==> src/rtl/esc_pkg.sv <==
// shared types, character codes and helper functions of the expression syntax checker
package esc_pkg;

	typedef enum logic [2:0] {
		ERR_OK      = 3'd0,
		ERR_DOT     = 3'd1,
		ERR_CLOSE   = 3'd2,
		ERR_OPER    = 3'd3,
		ERR_CHAR    = 3'd4,
		ERR_UNBAL   = 3'd5,
		ERR_FUNC    = 3'd6,
		ERR_VAR     = 3'd7
	} err_t;

	typedef struct packed {
		logic       in_number;
		logic       in_variable;
		logic       point_seen;
		logic       expect_open_paren;
		logic [7:0] prev_char;
		err_t       first_error;
	} state_t;

	localparam logic [7:0] CH_NUL    = 8'h00;
	localparam logic [7:0] CH_0      = 8'h30;
	localparam logic [7:0] CH_9      = 8'h39;
	localparam logic [7:0] CH_DOT    = 8'h2e;
	localparam logic [7:0] CH_LPAREN = 8'h28;
	localparam logic [7:0] CH_RPAREN = 8'h29;
	localparam logic [7:0] CH_PLUS   = 8'h2b;
	localparam logic [7:0] CH_MINUS  = 8'h2d;
	localparam logic [7:0] CH_SLASH  = 8'h2f;
	localparam logic [7:0] CH_STAR   = 8'h2a;
	localparam logic [7:0] CH_CARET  = 8'h5e;
	localparam logic [7:0] CH_MOD    = 8'h6d;
	localparam logic [7:0] CH_X      = 8'h78;
	localparam logic [7:0] CH_UC_C   = 8'h43;
	localparam logic [7:0] CH_UC_S   = 8'h53;
	localparam logic [7:0] CH_UC_T   = 8'h54;
	localparam logic [7:0] CH_LC_C   = 8'h63;
	localparam logic [7:0] CH_LC_S   = 8'h73;
	localparam logic [7:0] CH_LC_T   = 8'h74;
	localparam logic [7:0] CH_SQRT   = 8'h71;
	localparam logic [7:0] CH_LN     = 8'h6e;
	localparam logic [7:0] CH_LOG    = 8'h67;

	function automatic logic is_arith(input logic [7:0] c);
		return c == CH_PLUS || c == CH_MINUS || c == CH_SLASH || c == CH_STAR ||
			c == CH_CARET;
	endfunction

	function automatic logic is_operator(input logic [7:0] c);
		return is_arith(c) || c == CH_MOD;
	endfunction

	function automatic logic is_function(input logic [7:0] c);
		return c == CH_UC_C || c == CH_UC_S || c == CH_UC_T || c == CH_LC_C ||
			c == CH_LC_S || c == CH_LC_T || c == CH_SQRT || c == CH_LN ||
			c == CH_LOG;
	endfunction

endpackage

==> src/rtl/esc_step.sv <==
// next-state and error logic for one character of the expression
module esc_step #(
	parameter int DEPTH_BITS = 8
) (
	input  esc_pkg::state_t        st,
	input  logic [DEPTH_BITS-1:0]  depth,
	input  logic [7:0]             ch,
	input  logic                   last,
	output esc_pkg::state_t        st_next,
	output logic [DEPTH_BITS-1:0]  depth_next
);

	localparam logic [DEPTH_BITS-1:0] DEPTH_MAX = '1;

	esc_pkg::err_t err;
	logic          prev_ok;

	assign prev_ok = st.prev_char == esc_pkg::CH_LPAREN || esc_pkg::is_arith(st.prev_char) ||
		st.prev_char == esc_pkg::CH_NUL;

	always_comb begin
		st_next    = st;
		depth_next = depth;
		err        = esc_pkg::ERR_OK;
		if (st.first_error == esc_pkg::ERR_OK) begin
			if (st.expect_open_paren && ch != esc_pkg::CH_LPAREN) begin
				err = esc_pkg::ERR_FUNC;
			end else begin
				st_next.expect_open_paren = 1'b0;
				priority if (ch >= esc_pkg::CH_0 && ch <= esc_pkg::CH_9) begin
					if (st.in_variable) err = esc_pkg::ERR_VAR;
					else st_next.in_number = 1'b1;
				end else if (ch == esc_pkg::CH_DOT) begin
					if (st.point_seen || st.in_variable) err = esc_pkg::ERR_DOT;
					else st_next.point_seen = 1'b1;
				end else if (ch == esc_pkg::CH_LPAREN) begin
					if (st.in_variable) begin
						err = esc_pkg::ERR_VAR;
					end else if (depth == DEPTH_MAX) begin
						err = esc_pkg::ERR_UNBAL;
					end else begin
						depth_next        = depth + 1'b1;
						st_next.in_number = 1'b0;
					end
				end else if (ch == esc_pkg::CH_RPAREN) begin
					if (depth == '0 || st.prev_char == esc_pkg::CH_LPAREN) begin
						err = esc_pkg::ERR_CLOSE;
					end else begin
						depth_next        = depth - 1'b1;
						st_next.in_number = 1'b0;
					end
				end else if (esc_pkg::is_operator(ch)) begin
					if (!st.in_number && st.prev_char != esc_pkg::CH_RPAREN &&
						st.prev_char != esc_pkg::CH_X) begin
						err = esc_pkg::ERR_OPER;
					end else begin
						st_next.in_number   = 1'b0;
						st_next.in_variable = 1'b0;
					end
				end else if (esc_pkg::is_function(ch)) begin
					if (!prev_ok || last) begin
						err = esc_pkg::ERR_FUNC;
					end else begin
						st_next.expect_open_paren = 1'b1;
						st_next.in_number         = 1'b0;
					end
				end else if (ch == esc_pkg::CH_X) begin
					if (st.in_number || st.prev_char == esc_pkg::CH_RPAREN ||
						st.prev_char == esc_pkg::CH_X) begin
						err = esc_pkg::ERR_VAR;
					end else begin
						st_next.in_variable = 1'b1;
						st_next.in_number   = 1'b0;
					end
				end else begin
					err = esc_pkg::ERR_CHAR;
				end
			end
			if (err == esc_pkg::ERR_OK) begin
				if (!st_next.in_number) st_next.point_seen = 1'b0;
				st_next.prev_char = ch;
			end
			st_next.first_error = err;
		end
	end

endmodule

==> config.mk <==
export PLATFORM = sky130hd
export DESIGN_NAME = esc_step
export DESIGN_NICKNAME = d
export VERILOG_FILES = /design/src/rtl/esc_pkg.sv /design/src/rtl/esc_step.sv
export SDC_FILE = /design/constraint.sdc
export NUM_CORES = 1
export LEC_CHECK = 0
export ABC_AREA = 1
export BUFFER_PORTS_ARGS = -buffer_cell sky130_fd_sc_hd__buf_4
export CAP_MARGIN = 20
export CORE_ASPECT_RATIO = 0.7
export CORE_MARGIN = 5
export CORE_UTILIZATION = 52
export DETAILED_ROUTE_END_ITERATION = 6
export PLACE_DENSITY = 0.85
export SYNTH_ARGS = -nofsm -noshare
export SYNTH_HDL_FRONTEND = slang
export SYNTH_SLANG_ARGS = --single-unit
export TNS_END_PERCENT = 10
==> constraint.sdc <==
create_clock -name vclk -period 1.8
set_clock_uncertainty 0.05 [all_clocks]
set_input_delay 0.18 -clock vclk [all_inputs]
set_output_delay 0.18 -clock vclk [all_outputs]
set_load 0.005 [all_outputs]
==> summary.md, run 1 <==
| Metric | Value |
|---|---|
| Post-CTS repair timing setup buffer count | 7 |
| Post-cts sizing count | 59 |
| Part of the Yosys area used for sequential elements | 0 |
| Std-Cell Rows | 15 |
| Synthesized instance count | roughly 270 |
| Post-detail-place hpwl | a little under 5000 um |
| Global placement routability congestion | 0.9408 |
| Initial core utilization | 0.5514 |
| Error message | [ERROR DPL-0038] Utilization greater than 100%, impossible to legalize |
| Post-CTS Hold Buffers | 0 |
| Per-instance average area after synthesis | 5.023 um2 |
| Number of synthesis warnings | 0 |
| Die Height | approximately 53 um |
| Cell area after synthesis | roughly 0.0014 mm2 |
| Mapped Nets | just over 300 |
| Port bufs | 55 |
| Unique cell type count in the Yosys netlist | 33 |
| Last stage the flow got to | clock tree synthesis (4_1_cts) |
| Fraction of synthesized cell area taken by the top area cell type | 0.2536 |
| Die X | 71.49 um |
| Synth area leaders | sky130_fd_sc_hd__nand2_1 (25%), sky130_fd_sc_hd__inv_1 (10%), sky130_fd_sc_hd__nor2_1 (9.8%), sky130_fd_sc_hd__nand3_1 (6.2%), sky130_fd_sc_hd__nor2_8 (4.4%) |
| Result of the run | stopped before the end |
| Cell type contributing the most total cell area after synthesis | sky130_fd_sc_hd__nand2_1 |
| Top Ports | 55 |
-- synthesized netlist by cell type, types with 2 or more instances --
master,instances
sky130_fd_sc_hd__a21oi_1,7
sky130_fd_sc_hd__a21oi_2,2
sky130_fd_sc_hd__a31oi_1,5
sky130_fd_sc_hd__buf_2,2
sky130_fd_sc_hd__ha_1,3
sky130_fd_sc_hd__inv_1,38
sky130_fd_sc_hd__inv_2,8
sky130_fd_sc_hd__nand2_1,93
sky130_fd_sc_hd__nand2_2,3
sky130_fd_sc_hd__nand3_1,17
sky130_fd_sc_hd__nand3_2,3
sky130_fd_sc_hd__nand4_1,9
sky130_fd_sc_hd__nor2_1,36
sky130_fd_sc_hd__nor2_2,3
sky130_fd_sc_hd__nor2_4,2
sky130_fd_sc_hd__nor2_8,3
sky130_fd_sc_hd__nor3_1,2
sky130_fd_sc_hd__nor3_2,3
sky130_fd_sc_hd__o21ai_0,12
sky130_fd_sc_hd__o21ai_1,4
sky130_fd_sc_hd__o21bai_1,2
sky130_fd_sc_hd__xor2_1,6
-- cell families after synthesis --
family,count (synthesis),share of synthesized area
AND/OR/NAND/NOR,180,0.6464
buffers and inverters,50,0.1418
AO/OA/AOI/OAI,34,0.1400
adder cells (fa/ha/maj),3,0.02728
XOR/XNOR,7,0.04455
-- metrics by stage --
| stage | utilization | setup slack (ns) | instance area, um2 | instances | setup TNS [ns] |
|---|---|---|---|---|---|
| global placement | 0.9013 | -0.2048 | 2250 | 418 | -2.488 |
| floorplan | - | 0.09826 | 1376 | 274 | 0 |
| detailed placement | 0.9013 | -0.3216 | 2250 | 418 | -4.688 |
==> inputs of run 2 (changes only) <==
--- a/config.mk
+++ b/config.mk
@@ -8,11 +8,10 @@
 export ABC_AREA = 1
 export BUFFER_PORTS_ARGS = -buffer_cell sky130_fd_sc_hd__buf_4
 export CAP_MARGIN = 20
-export CORE_ASPECT_RATIO = 0.7
-export CORE_MARGIN = 5
-export CORE_UTILIZATION = 52
+export CORE_AREA = 5 5 66 68
 export DETAILED_ROUTE_END_ITERATION = 6
-export PLACE_DENSITY = 0.85
+export DIE_AREA = 0 0 71 73
+export PLACE_DENSITY_LB_ADDON = 0.15
 export SYNTH_ARGS = -nofsm -noshare
 export SYNTH_HDL_FRONTEND = slang
 export SYNTH_SLANG_ARGS = --single-unit
==> run 2 against run 1 <==
Net effect: the flow now finishes, with violations (setup timing); synthesized cell count stayed put; area after synthesis stayed put.
==> summary.md, run 2 <==
| Metric | Value |
|---|---|
| Area growth from synthesis to layout | 116.1% |
| Hold WC Path Type | input port to primary output |
| Worst setup SP type | input port |
| GR peak layer | met2 |
| Critical Path Fanout Max | 7 |
| Result of the run | finished, violations left |
| Std-Cell Rows | 23 (+8) |
| Initial core utilization | 0.3623 (-0.1891) |
| Worst Setup SP | ch[1] |
| Global-route total usage across every layer | 0.1963 |
| Core Region | approximately 0.0038 mm2 |
| List of most frequent post-synthesis cells | sky130_fd_sc_hd__nand2_1 (93), sky130_fd_sc_hd__inv_1 (38), sky130_fd_sc_hd__nor2_1 (36) |
| Relative max-transition margin | 0.8011 |
| Global placement routability congestion | 0.8833 (-6.1%) |
| Max-slew violation count | 0 |
| Per-instance average area after synthesis | 5.023 um2 (unchanged) |
| Met1 Use GR | 0.2149 |
| Cell leakage power | ~1.5 nW |
| Footprint of the multi-input gates | between 0.0015 and 0.002 mm2 |
| Number of nets in the layout | 446 |
| Critical-path cell with the highest stage delay | sky130_fd_sc_hd__nor2_4 |
| Mean routed wirelength per cell | 13.67 um |
| Cell area after synthesis | 0.001376 mm2 (unchanged) |
| Most instantiated library cell after synthesis | sky130_fd_sc_hd__nand2_1 |
| Mapped Nets | 309 (unchanged) |
| Commonest non-fill, non-tap cell in the layout | sky130_fd_sc_hd__buf_4 |
| Nature of the critical path endpoint | primary output |
| Port bufs | 55 (unchanged) |
| Final Routed Wirelength | ~6300 um |
| Aggregate global routing overflow | 0 |
| Number of non-filler instances in the completed layout | ~460 |
| Diode count | 0 |
| Final Instance Area | roughly 0.0030 mm2 |
| Number of synthesis warnings | 0 (unchanged) |
| Maximum clock frequency | about 510 MHz |
| Post-layout util | 0.7829 |
| Most prevalent standard cell on the critical path | sky130_fd_sc_hd__nand2_2 |
| DRT Pass-1 Iters | 4 |
| Worst Hold Slack | about 0.58 ns |
| Total number of vias | around 2300 |
| Total of fill cells in the finished design | approximately 280 |
| Worst setup path class | input port to primary output |
| Setup crit end | st_next[6] |
| Post-layout total power | 0.5077 mW |
| Number of antenna violations at the first check in global routing | 0 |
| Critical path data required time | 1.57 ns |
| Combined flip-flop and latch cell area | 0 um2 |
| Clock buffer instance count of the final layout | 0 |
| Residual antenna-violating net count after detailed routing | 0 |
| Met3 demand-to-capacity share in global routing | 0.006887 |
| Sequential cell count | 0 |
| Part of the Yosys area used for sequential elements | 0 (unchanged) |
| Power Dens Cells | ~170 mW/mm2 |
| Final setup fails | 18 |
| Fraction of synthesized cell area taken by the top area cell type | 0.2536 (unchanged) |
| Setup repair after global routing missed its margin | true |
| Met2 track utilization from global routing | 0.4099 |
| Share of post-route cells with drive strength above 1 | 0.6161 |
| First-pass GRT wire length | slightly below 9000 um |
| Synthesized instance count | 274 (unchanged) |
| Dpl ws | -0.2131 ns (+0.1085 ns) |
| Unique cell type count in the Yosys netlist | 33 (unchanged) |
| Floorplan die area | about 0.0052 mm2 |
| Violations in the final reports | setup timing |
| Cell type contributing the most total cell area after synthesis | sky130_fd_sc_hd__nand2_1 |
| Top Ports | 55 (unchanged) |
| Die X | 71 um (-0.69%) |
| Crit path time final | 1.961 ns |
| Dpl cell area | 0.002357 mm2 (+4.8%) |
| Starting DRT DRC Count | 81 |
| Final Worst Setup Slack | -0.1606 ns |
| DRC violations left | 0 |
| Worst supply voltage drop on vdd | 0.1388 mV |
| Vias per cell | slightly below 5 |
| Number of placed cells counting well taps | 444 (+6.2%) |
| Count of endpoints failing hold in the final timing report | 0 |
| Die Height | 73 um (+38%) |
| Top library cells by usage in the layout, fill and taps aside | sky130_fd_sc_hd__buf_4 (117), sky130_fd_sc_hd__nand2_1 (57), sky130_fd_sc_hd__nand2_2 (27), sky130_fd_sc_hd__nor2_1 (22), sky130_fd_sc_hd__inv_1 (21) |
| Maximum number of pins on one net before global-route repair | 8 |
| Post-detail-place hpwl | 4114 um (-14%) |
| Final period utilization | 1.089 |
| Arrival time of the worst setup path | 1.73 ns |
| Synth area leaders | sky130_fd_sc_hd__nand2_1 (25%), sky130_fd_sc_hd__inv_1 (10%), sky130_fd_sc_hd__nor2_1 (9.8%), sky130_fd_sc_hd__nand3_1 (6.2%), sky130_fd_sc_hd__nor2_8 (4.4%) |
| Crit-path max cell delay | around 0.17 ns |
| Cells along the critical path | buf_6 -> inv_2 -> nand4_1 -> nor2_4 -> inv_2 -> nand2_4 -> nand2_4 -> nand2_4 -> nand2_2 -> nand2_2 -> nand2_2 -> nand2_2 -> nand3b_4 -> nand2_1 -> nand2_1 -> buf_4 |
| Slew at the pin closest to its max-slew limit | roughly 0.30 ns |
| Number of global-route vias before repair | between 2000 and 2500 |
| Final-layout setup total negative slack | -1.799 ns |
| Max_cap viols | 0 |
## run 2: cell counts after synthesis
No cell type changed its count.
## run 2: layout make-up
type,instances,share of cell area
tap,50,0.02103
inverter,47,0.07152
multi-input combinational,225,0.5309
timing repair buffer,137,0.3765
## run 2: worst min-delay path by stage
stage / startpoint / to / slack [ns] / cells after the start
2_1_floorplan: st[2] / st_next[2] / 0.40 / 1
3_3_place_gp: st[2] / st_next[2] / 0.58 / 3
3_5_place_dp: st[2] / st_next[2] / 0.58 / 3
4_1_cts: st[2] / st_next[2] / 0.58 / 3
5_1_grt: st[2] / st_next[2] / 0.60 / 3
6_report: st[2] / st_next[2] / 0.58 / 3
## run 2: power by group
part / leakage, nW / total (mW) / internal (mW) / switching, mW
Combinational: 1.54 / 0.508 / 0.259 / 0.249
Sequential: 0 / 0 / 0 / 0
Clock: 0 / 0 / 0 / 0
Total: 1.54 / 0.508 / 0.259 / 0.249
## run 2: worst max-delay path, delay by kind of cell
kind	cells	cell delay, ns
AND/OR/NAND/NOR	12	1.16
buffers and inverters	4	0.38
## run 2: logic make-up after synthesis
| group | after synthesis | synth area share |
|---|---|---|
| and+or+nand+nor | 180 | 0.6464 |
| buffers and inverters | 50 | 0.1418 |
| AOI/OAI and AO/OA | 34 | 0.1400 |
| xor gates and xnor gates | 7 | 0.04455 |
| adders and majority gates | 3 | 0.02728 |
## run 2: layer usage
metal,up-vias,part of all wire
li1,1157,-
met1,1042,0.38
met2,60,0.56
met3,19,0.039
met4,0,0.027
met5,-,0
## run 2: what timing repair did
| action | 4_1_cts | 5_1_grt |
|---|---|---|
| setup endpoints to repair | 22 | 22 |
| pin swaps | 37 | 51 |
| resized for setup | 58 | 96 |
| buffers inserted | 7 | 7 |
| hold buffers | 0 | 0 |
| gates cloned | 1 | 0 |
Power figures use the tool's default switching activity.
